[config.mk]
export PLATFORM = sky130hd
export DESIGN_NAME = group_reverse_reorder_flat
export DESIGN_NICKNAME = d
export VERILOG_FILES = /design/src/grr_pkg.sv /design/src/grr_in_if.sv /design/src/grr_out_if.sv /design/src/grr_cfg.sv /design/src/grr_ctrl.sv /design/src/grr_dpath.sv /design/src/group_reverse_reorder.sv /design/src/flat_wrapper.sv
export SDC_FILE = /design/constraint.sdc
export NUM_CORES = 1
export LEC_CHECK = 0
export BUFFER_PORTS_ARGS = -buffer_cell sky130_fd_sc_hd__clkbuf_2
export CORE_MARGIN = 2
export CORE_UTILIZATION = 50
export CTS_BUF_LIST = sky130_fd_sc_hd__clkbuf_8
export CTS_CLUSTER_DIAMETER = 200
export CTS_CLUSTER_SIZE = 8
export DETAILED_ROUTE_END_ITERATION = 8
export HOLD_SLACK_MARGIN = 0.1
export PLACE_DENSITY_LB_ADDON = 0.08
export SYNTH_ARGS = -nofsm -noshare
export SYNTH_HDL_FRONTEND = slang
export SYNTH_HIERARCHICAL = 1
export SYNTH_SLANG_ARGS = --single-unit
[constraint.sdc]
create_clock -name clk -period 3.71 [get_ports clk]
set_clock_uncertainty 0.1 [all_clocks]
set_input_delay 0.742 -clock clk [delete_from_list [all_inputs] [get_ports clk]]
set_output_delay 0.742 -clock clk [all_outputs]
set_load 0.02 [all_outputs]
[src/grr_pkg.sv]
// ----------------------------------------------------------------------------
// grr_pkg
// Shared types, widths and constants for the group reverse reorder block.
// ----------------------------------------------------------------------------
package grr_pkg;

    // payload and register widths
    localparam int DATA_W        = 32;
    localparam int GS_W          = 5;
    localparam int MAX_GROUP_DEF = 16;
    localparam int PADDR_W       = 3;
    localparam int PDATA_W       = 32;

    // group size after reset
    localparam logic [GS_W-1:0] GS_RESET = GS_W'(4);

    // register word index (paddr bit 2 selects the word)
    localparam logic REG_GROUP_SIZE = 1'b0;

    typedef logic signed [DATA_W-1:0] value_t;

    // commands from controller to datapath
    typedef struct packed {
        logic take;   // input transfer: store element, update fill
        logic fetch;  // read the group store at the current position
        logic step;   // non-final result transfer, move to the next position
    } ctrl_cmd_t;

    // status from datapath to controller
    typedef struct packed {
        logic emit;   // the offered element completes a run
        logic at_end; // current position is the last of the run
    } ctrl_status_t;

endpackage

[src/grr_in_if.sv]
// ----------------------------------------------------------------------------
// grr_in_if
// Input channel: one list element with its end-of-list flag.
// ----------------------------------------------------------------------------
interface grr_in_if
    import grr_pkg::*;
();

    logic   valid;
    logic   ready;
    value_t value;
    logic   list_end;

    modport source (output valid, output value, output list_end, input ready);
    modport sink   (input valid, input value, input list_end, output ready);

endinterface

[src/grr_out_if.sv]
// ----------------------------------------------------------------------------
// grr_out_if
// Output channel: one reordered element with run and list end flags.
// ----------------------------------------------------------------------------
interface grr_out_if
    import grr_pkg::*;
();

    logic   valid;
    logic   ready;
    value_t out_value;
    logic   run_last;
    logic   list_last;

    modport source (output valid, output out_value, output run_last, output list_last,
                    input ready);
    modport sink   (input valid, input out_value, input run_last, input list_last,
                    output ready);

endinterface

[src/grr_cfg.sv]
// ----------------------------------------------------------------------------
// grr_cfg
// APB register file holding the group size.
// ----------------------------------------------------------------------------
module grr_cfg
    import grr_pkg::*;
(
    input  logic               clk,
    input  logic               rst_n,
    input  logic               psel,
    input  logic               penable,
    input  logic               pwrite,
    input  logic [PADDR_W-1:0] paddr,
    input  logic [PDATA_W-1:0] pwdata,
    output logic [PDATA_W-1:0] prdata,
    output logic               pready,
    output logic [GS_W-1:0]    group_size
);

    logic [GS_W-1:0] group_size_reg;
    logic            wr_en;

    // access phase write strobe
    assign pready = 1'b1;
    assign wr_en  = psel && penable && pwrite && pready;

    // group size register
    always_ff @(posedge clk or negedge rst_n)
    begin
        if (!rst_n)
        begin
            group_size_reg <= GS_RESET;
        end
        else if (wr_en && (paddr[2] == REG_GROUP_SIZE))
        begin
            group_size_reg <= pwdata[GS_W-1:0];
        end
    end

    // read back
    always_comb
    begin
        prdata = '0;
        if (paddr[2] == REG_GROUP_SIZE)
        begin
            prdata = PDATA_W'(group_size_reg);
        end
    end

    assign group_size = group_size_reg;

endmodule

[src/grr_ctrl.sv]
// ----------------------------------------------------------------------------
// grr_ctrl
// Controller: takes elements, then steps through each run one result at a
// time, a fetch state followed by a show state per result.
// ----------------------------------------------------------------------------
module grr_ctrl
    import grr_pkg::*;
(
    input  logic         clk,
    input  logic         rst_n,
    input  logic         in_valid,
    output logic         in_ready,
    output logic         out_valid,
    input  logic         out_ready,
    input  ctrl_status_t status,
    output ctrl_cmd_t    cmd
);

    typedef enum logic [1:0] {
        S_IDLE,
        S_FETCH,
        S_SHOW
    } state_t;

    state_t state_reg;

    // handshake outputs
    assign in_ready  = (state_reg == S_IDLE);
    assign out_valid = (state_reg == S_SHOW);

    // commands to the datapath
    always_comb
    begin
        cmd.take  = in_valid && (state_reg == S_IDLE);
        cmd.fetch = (state_reg == S_FETCH);
        cmd.step  = (state_reg == S_SHOW) && out_ready && !status.at_end;
    end

    // state register
    always_ff @(posedge clk or negedge rst_n)
    begin
        if (!rst_n)
        begin
            state_reg <= S_IDLE;
        end
        else
        begin
            unique case (state_reg)
                S_IDLE:
                begin
                    if (in_valid && status.emit)
                    begin
                        state_reg <= S_FETCH;
                    end
                end
                S_FETCH:
                begin
                    state_reg <= S_SHOW;
                end
                S_SHOW:
                begin
                    if (out_ready)
                    begin
                        state_reg <= status.at_end ? S_IDLE : S_FETCH;
                    end
                end
                default:
                begin
                    state_reg <= S_IDLE;
                end
            endcase
        end
    end

`ifndef SYNTHESIS
    // never take an element while a result is on offer
    a_no_overlap: assert property (@(posedge clk) disable iff (!rst_n)
        !(in_ready && out_valid))
        else $error("input taken while a result is pending");

    // the last result of a run returns to idle
    a_run_done: assert property (@(posedge clk) disable iff (!rst_n)
        (out_valid && out_ready && status.at_end) |=> in_ready)
        else $error("not idle after the last result of a run");

    // an element that completes nothing leaves the block ready
    a_no_emit: assert property (@(posedge clk) disable iff (!rst_n)
        (cmd.take && !status.emit) |=> (in_ready && !out_valid))
        else $error("block busy after an element with no result");
`endif

endmodule

[src/grr_dpath.sv]
// ----------------------------------------------------------------------------
// grr_dpath
// Datapath: group store memory, fill count, run position and direction.
// ----------------------------------------------------------------------------
module grr_dpath
    import grr_pkg::*;
#(
    parameter int MAX_GROUP = MAX_GROUP_DEF
)
(
    input  logic            clk,
    input  logic            rst_n,
    input  logic [GS_W-1:0] group_size,
    input  value_t          value,
    input  logic            list_end,
    input  ctrl_cmd_t       cmd,
    output ctrl_status_t    status,
    output value_t          out_value,
    output logic            run_last,
    output logic            list_last
);

    localparam int IDX_W = $clog2(MAX_GROUP);
    localparam int CNT_W = $clog2(MAX_GROUP + 1);
    localparam int CMP_W = (CNT_W > GS_W) ? CNT_W : GS_W;

    value_t           mem [MAX_GROUP];
    value_t           rd_data_reg;
    logic [IDX_W-1:0] fill_reg;
    logic [IDX_W-1:0] idx_reg;
    logic [IDX_W-1:0] last_pos_reg;
    logic             rev_reg;
    logic             lend_reg;

    logic [CNT_W-1:0] n;
    logic             full;
    logic [IDX_W-1:0] rd_addr;

    // count after storing the offered element, and group complete test
    assign n    = CNT_W'(fill_reg) + CNT_W'(1);
    assign full = (CMP_W'(n) >= CMP_W'(group_size)) || (n == CNT_W'(MAX_GROUP));

    assign status.emit   = full || list_end;
    assign status.at_end = (idx_reg == last_pos_reg);

    // full groups read backwards, short tails forwards
    assign rd_addr = rev_reg ? (last_pos_reg - idx_reg) : idx_reg;

    // group store, one write and one registered read
    always_ff @(posedge clk)
    begin
        if (cmd.take)
        begin
            mem[fill_reg] <= value;
        end
        if (cmd.fetch)
        begin
            rd_data_reg <= mem[rd_addr];
        end
    end

    // fill count and run bookkeeping
    always_ff @(posedge clk or negedge rst_n)
    begin
        if (!rst_n)
        begin
            fill_reg     <= '0;
            idx_reg      <= '0;
            last_pos_reg <= '0;
            rev_reg      <= 1'b0;
            lend_reg     <= 1'b0;
        end
        else if (cmd.take)
        begin
            if (status.emit)
            begin
                fill_reg     <= '0;
                idx_reg      <= '0;
                last_pos_reg <= fill_reg;
                rev_reg      <= full;
                lend_reg     <= list_end;
            end
            else
            begin
                fill_reg <= fill_reg + IDX_W'(1);
            end
        end
        else if (cmd.step)
        begin
            idx_reg <= idx_reg + IDX_W'(1);
        end
    end

    // result payload
    assign out_value = rd_data_reg;
    assign run_last  = status.at_end;
    assign list_last = status.at_end && lend_reg;

`ifndef SYNTHESIS
    // a completed run empties the store
    a_fill_clear: assert property (@(posedge clk) disable iff (!rst_n)
        (cmd.take && status.emit) |=> (fill_reg == '0))
        else $error("fill count not cleared after a run");

    // reads stay within the elements of the current run
    a_rd_range: assert property (@(posedge clk) disable iff (!rst_n)
        cmd.fetch |-> ((idx_reg <= last_pos_reg) && (rd_addr <= last_pos_reg)))
        else $error("group store read outside the run");

    // position never steps past the end of a run
    a_step_end: assert property (@(posedge clk) disable iff (!rst_n)
        cmd.step |-> (idx_reg != last_pos_reg))
        else $error("step beyond the last result");
`endif

endmodule

[src/group_reverse_reorder.sv]
// An input transfer that completes a run moves the controller to its fetch state, then
// to its show state, where the first result is offered. An element that completes no
// run leaves the input ready; one that completes a run holds the input until its last
// result is taken (a store read and a show per result, set by the store's one read port).
// Reset: control and fill count cleared, group size 4; the group store is not cleared.
// ----------------------------------------------------------------------------
// group_reverse_reorder
// Reverses list elements in configured-size groups; short list tails keep order.
// ----------------------------------------------------------------------------
module group_reverse_reorder
    import grr_pkg::*;
#(
    parameter int MAX_GROUP = MAX_GROUP_DEF
)
(
    input  logic               clk,
    input  logic               rst_n,
    input  logic               psel,
    input  logic               penable,
    input  logic               pwrite,
    input  logic [PADDR_W-1:0] paddr,
    input  logic [PDATA_W-1:0] pwdata,
    output logic [PDATA_W-1:0] prdata,
    output logic               pready,
    grr_in_if.sink             in_ch,
    grr_out_if.source          out_ch
);

    logic [GS_W-1:0] group_size;
    ctrl_cmd_t       cmd;
    ctrl_status_t    status;

    // configuration registers
    grr_cfg u_cfg (
        .clk        (clk),
        .rst_n      (rst_n),
        .psel       (psel),
        .penable    (penable),
        .pwrite     (pwrite),
        .paddr      (paddr),
        .pwdata     (pwdata),
        .prdata     (prdata),
        .pready     (pready),
        .group_size (group_size)
    );

    // sequencing
    grr_ctrl u_ctrl (
        .clk       (clk),
        .rst_n     (rst_n),
        .in_valid  (in_ch.valid),
        .in_ready  (in_ch.ready),
        .out_valid (out_ch.valid),
        .out_ready (out_ch.ready),
        .status    (status),
        .cmd       (cmd)
    );

    // storage and result payload
    grr_dpath #(
        .MAX_GROUP (MAX_GROUP)
    ) u_dpath (
        .clk        (clk),
        .rst_n      (rst_n),
        .group_size (group_size),
        .value      (in_ch.value),
        .list_end   (in_ch.list_end),
        .cmd        (cmd),
        .status     (status),
        .out_value  (out_ch.out_value),
        .run_last   (out_ch.run_last),
        .list_last  (out_ch.list_last)
    );

endmodule

[src/flat_wrapper.sv]
// flat-port wrapper written by rule: the top's interface ports become plain ports
module group_reverse_reorder_flat import grr_pkg::*;
#(
    parameter int MAX_GROUP = MAX_GROUP_DEF
)
  (clk, rst_n, psel, penable, pwrite, paddr, pwdata, prdata, pready, in_ch_valid, in_ch_value, in_ch_list_end, in_ch_ready, out_ch_valid, out_ch_out_value, out_ch_run_last, out_ch_list_last, out_ch_ready);
  grr_in_if in_ch_i ();
  grr_out_if out_ch_i ();
  input  logic clk;
  input  logic rst_n;
  input  logic psel;
  input  logic penable;
  input  logic pwrite;
  input  logic [PADDR_W-1:0] paddr;
  input  logic [PDATA_W-1:0] pwdata;
  output logic [PDATA_W-1:0] prdata;
  output logic pready;
  input wire logic [$bits(in_ch_i.valid)-1:0] in_ch_valid;
  input wire logic [$bits(in_ch_i.value)-1:0] in_ch_value;
  input wire logic [$bits(in_ch_i.list_end)-1:0] in_ch_list_end;
  output wire logic [$bits(in_ch_i.ready)-1:0] in_ch_ready;
  output wire logic [$bits(out_ch_i.valid)-1:0] out_ch_valid;
  output wire logic [$bits(out_ch_i.out_value)-1:0] out_ch_out_value;
  output wire logic [$bits(out_ch_i.run_last)-1:0] out_ch_run_last;
  output wire logic [$bits(out_ch_i.list_last)-1:0] out_ch_list_last;
  input wire logic [$bits(out_ch_i.ready)-1:0] out_ch_ready;
  assign in_ch_i.valid = in_ch_valid;
  assign in_ch_i.value = in_ch_value;
  assign in_ch_i.list_end = in_ch_list_end;
  assign in_ch_ready = in_ch_i.ready;
  assign out_ch_valid = out_ch_i.valid;
  assign out_ch_out_value = out_ch_i.out_value;
  assign out_ch_run_last = out_ch_i.run_last;
  assign out_ch_list_last = out_ch_i.list_last;
  assign out_ch_i.ready = out_ch_ready;
  group_reverse_reorder #(.MAX_GROUP(MAX_GROUP)) u_core (.clk(clk), .rst_n(rst_n), .psel(psel), .penable(penable), .pwrite(pwrite), .paddr(paddr), .pwdata(pwdata), .prdata(prdata), .pready(pready), .in_ch(in_ch_i), .out_ch(out_ch_i));
endmodule
==> flow_summary.json <==
{
  "status": "finished clean",
  "area_growth_pct": 11.9,
  "clk_pin_slew_ns": 0.07,
  "route.vias.total": 13489,
  "power_density_nw_per_um2": 756,
  "worstRegToRegCells": 10,
  "layout_common_cells": "edfxtp_1, nand2_1, and3_1, a211oi_1",
  "ys_types": 40,
  "finalNetCount": 1789,
  "grt_first_pass_wirelength_um": 81000,
  "cts_tree": "yes",
  "totalWireLength_um": 53400,
  "timing.fmax_mhz": 299,
  "yosysSeqAreaShare": 0.737,
  "maxCapViolCount": 0,
  "cp_max_fo": 45,
  "regArea_um2": 16900,
  "drive_above_1_share": 0.162,
  "synth_top_cell_by_area": "edfxtp_1",
  "grt_max_degree": 98,
  "gp_congestion": 0.744,
  "cpPeakStageDelay_ns": 0.61,
  "ff2ff_setup_slack_ns": 0.37,
  "ir_drop_mv": 0.456,
  "synth_area_per_cell_um2": 14.4,
  "synthesis.area_um2": 22900,
  "final_common_cell": "edfxtp_1",
  "synth_edf_count": 544,
  "insertion_delay_ns": 0.64,
  "first_pass_iters": 5,
  "fin_crit_sh": 0.900,
  "async_flop_share": 0.0372,
  "cts-buffers-inserted": 80,
  "multi_input_area_um2": 5500,
  "io_buffers": 86,
  "htreeDepth": 3,
  "remaining_drc_errors": 0,
  "postRouteAntennaNets": 0,
  "total_power_uw": 19400,
  "placed_area_um2": 24400,
  "n_fill_cell": 3725,
  "antenna_cells": 0,
  "path_cells": "ha_1, fa_1, xnor2_1, mux2i_4, buf_12, buf_4, a211oi_1, a311oi_1, a21oi_1, mux2i_1",
  "globalRouteTotalUtil": 0.228,
  "cp_data_arrival_time_ns": 3.70,
  "core_area_um2": 45300,
  "wl_per_cell_um": 23.0,
  "stdcell_area_um2": 25600,
  "ioPinCount": 144,
  "max_slew_margin": 0.296,
  "cp-start-kind": "flip-flop",
  "cp_data_required_time_ns": 4.07,
  "hold_viol": 0,
  "slowest_stage": "mux2i_4",
  "hold_ws_ns": 0.242,
  "setup_tns_ns": 0,
  "synth_cells": 1591,
  "dieArea_um2": 47500,
  "first_iter_violations": 999,
  "hold_buffers": 1,
  "fin_crit_ns": 3.34,
  "crit_cells": 10,
  "die_w_um": 218,
  "cts.sinks": 565,
  "cts_root_buf": "clkbuf_8",
  "whs_path_depth": 2,
  "crit_path_end_kind": "flip-flop",
  "ctsResizeCount": 0,
  "rsz0062_at_grt": "no",
  "p_leak_uw": 0.00903,
  "dp.final_hpwl_um": 28300,
  "hold_class": "input pin to flip-flop",
  "synthTopCellsByArea": "edfxtp_1, nand2_1, a211oi_1, and3_1, a311oi_1",
  "cts_max_path_buffers": 3,
  "grt_pass1_vias": 13581,
  "drv_slew": 0,
  "yosys_warnings": 6,
  "cp_top_family": "multiplexers",
  "tightest_slew_ns": 1.05,
  "synth_top_area_share": 0.714,
  "grt-ovfl-total": 0,
  "start_util": 0.505,
  "dieHeight_um": 218,
  "setup_violations": 0,
  "crit_buf_inv": 2,
  "vias_per_cell": 5.82,
  "antenna_found_initial": 0,
  "num_rows": 78,
  "cts_setup_buffers": 0,
  "critPathKind": "flip-flop to flip-flop",
  "synthFlopType": "edfxtp_1",
  "ys_ff_latch": 565,
  "largest_reg_flops": 512
}
==> power by group <==
part	leakage, uW	internal, uW	switching (uW)
combinational	0.00315	2410	4770
clock	0.000696	2060	2130
sequential	0.00518	7760	223
total	0.00903	12200	7130
==> path summary, 6_finish.rpt <==
check                                     startpoint                      endpoint
max                        u_core/u_dpath/idx_reg[0]  u_core/u_dpath/out_value[28]
min                                      in_ch_valid    u_core/u_ctrl/state_reg[0]
max reg2reg                u_core/u_dpath/idx_reg[0]  u_core/u_dpath/out_value[28]
min reg2reg                  u_core/u_dpath/lend_reg       u_core/u_dpath/lend_reg
max in group asynchronous                      rst_n    u_core/u_cfg/group_size[2]
min in group asynchronous                      rst_n    u_core/u_ctrl/state_reg[0]
==> synthesized netlist by cell type, types with 20 or more instances <==
cell	instances
edfxtp_1	544
nand2_1	283
and3_1	129
a211oi_1	128
a21oi_1	69
a311oi_1	64
a31oi_1	64
buf_2	59
clkbuf_1	58
mux2i_1	35
buf_4	33
dfrtp_1	20
==> layout make-up <==
class / instances / area share
clock inverter: 15 / 0.00244
multi-input combinational: 891 / 0.215
sequential: 565 / 0.658
clock buffer: 86 / 0.0462
inverter: 11 / 0.00161
tap: 600 / 0.0293
timing repair buffer: 151 / 0.0472
==> kinds of logic (layout without fill, tap and decap cells) <==
kind of cell / after synthesis / after routing / synth area share
flops: 565 / 565 / 0.737
simple gates: 454 / 454 / 0.0929
compound gates: 342 / 342 / 0.104
buf+inv: 161 / 263 / 0.0350
mux: 43 / 43 / 0.0192
fa+ha+maj: 14 / 14 / 0.00798
xor+xnor: 10 / 10 / 0.00383
other cells: 2 / 28 / 0.000328
==> per-layer routing <==
metal	vias to the layer above	global-route usage	share of wire
li1	6281	-	-
met3	76	0.0350	0.049
met2	303	0.363	0.47
met1	6829	0.326	0.46
met5	-	0	0
met4	0	0.0707	0.020
==> per-stage QoR <==
step,std cells,util,worst slack [ns]
after CTS,2319,0.566,0.365
after global routing,2319,0.566,0.196
after detailed placement,2217,0.538,0.407
after floorplan,1617,-,0.377
final,2319,0.566,0.369
after global placement,2217,0.538,0.457
(Power assumes the default switching activity.)
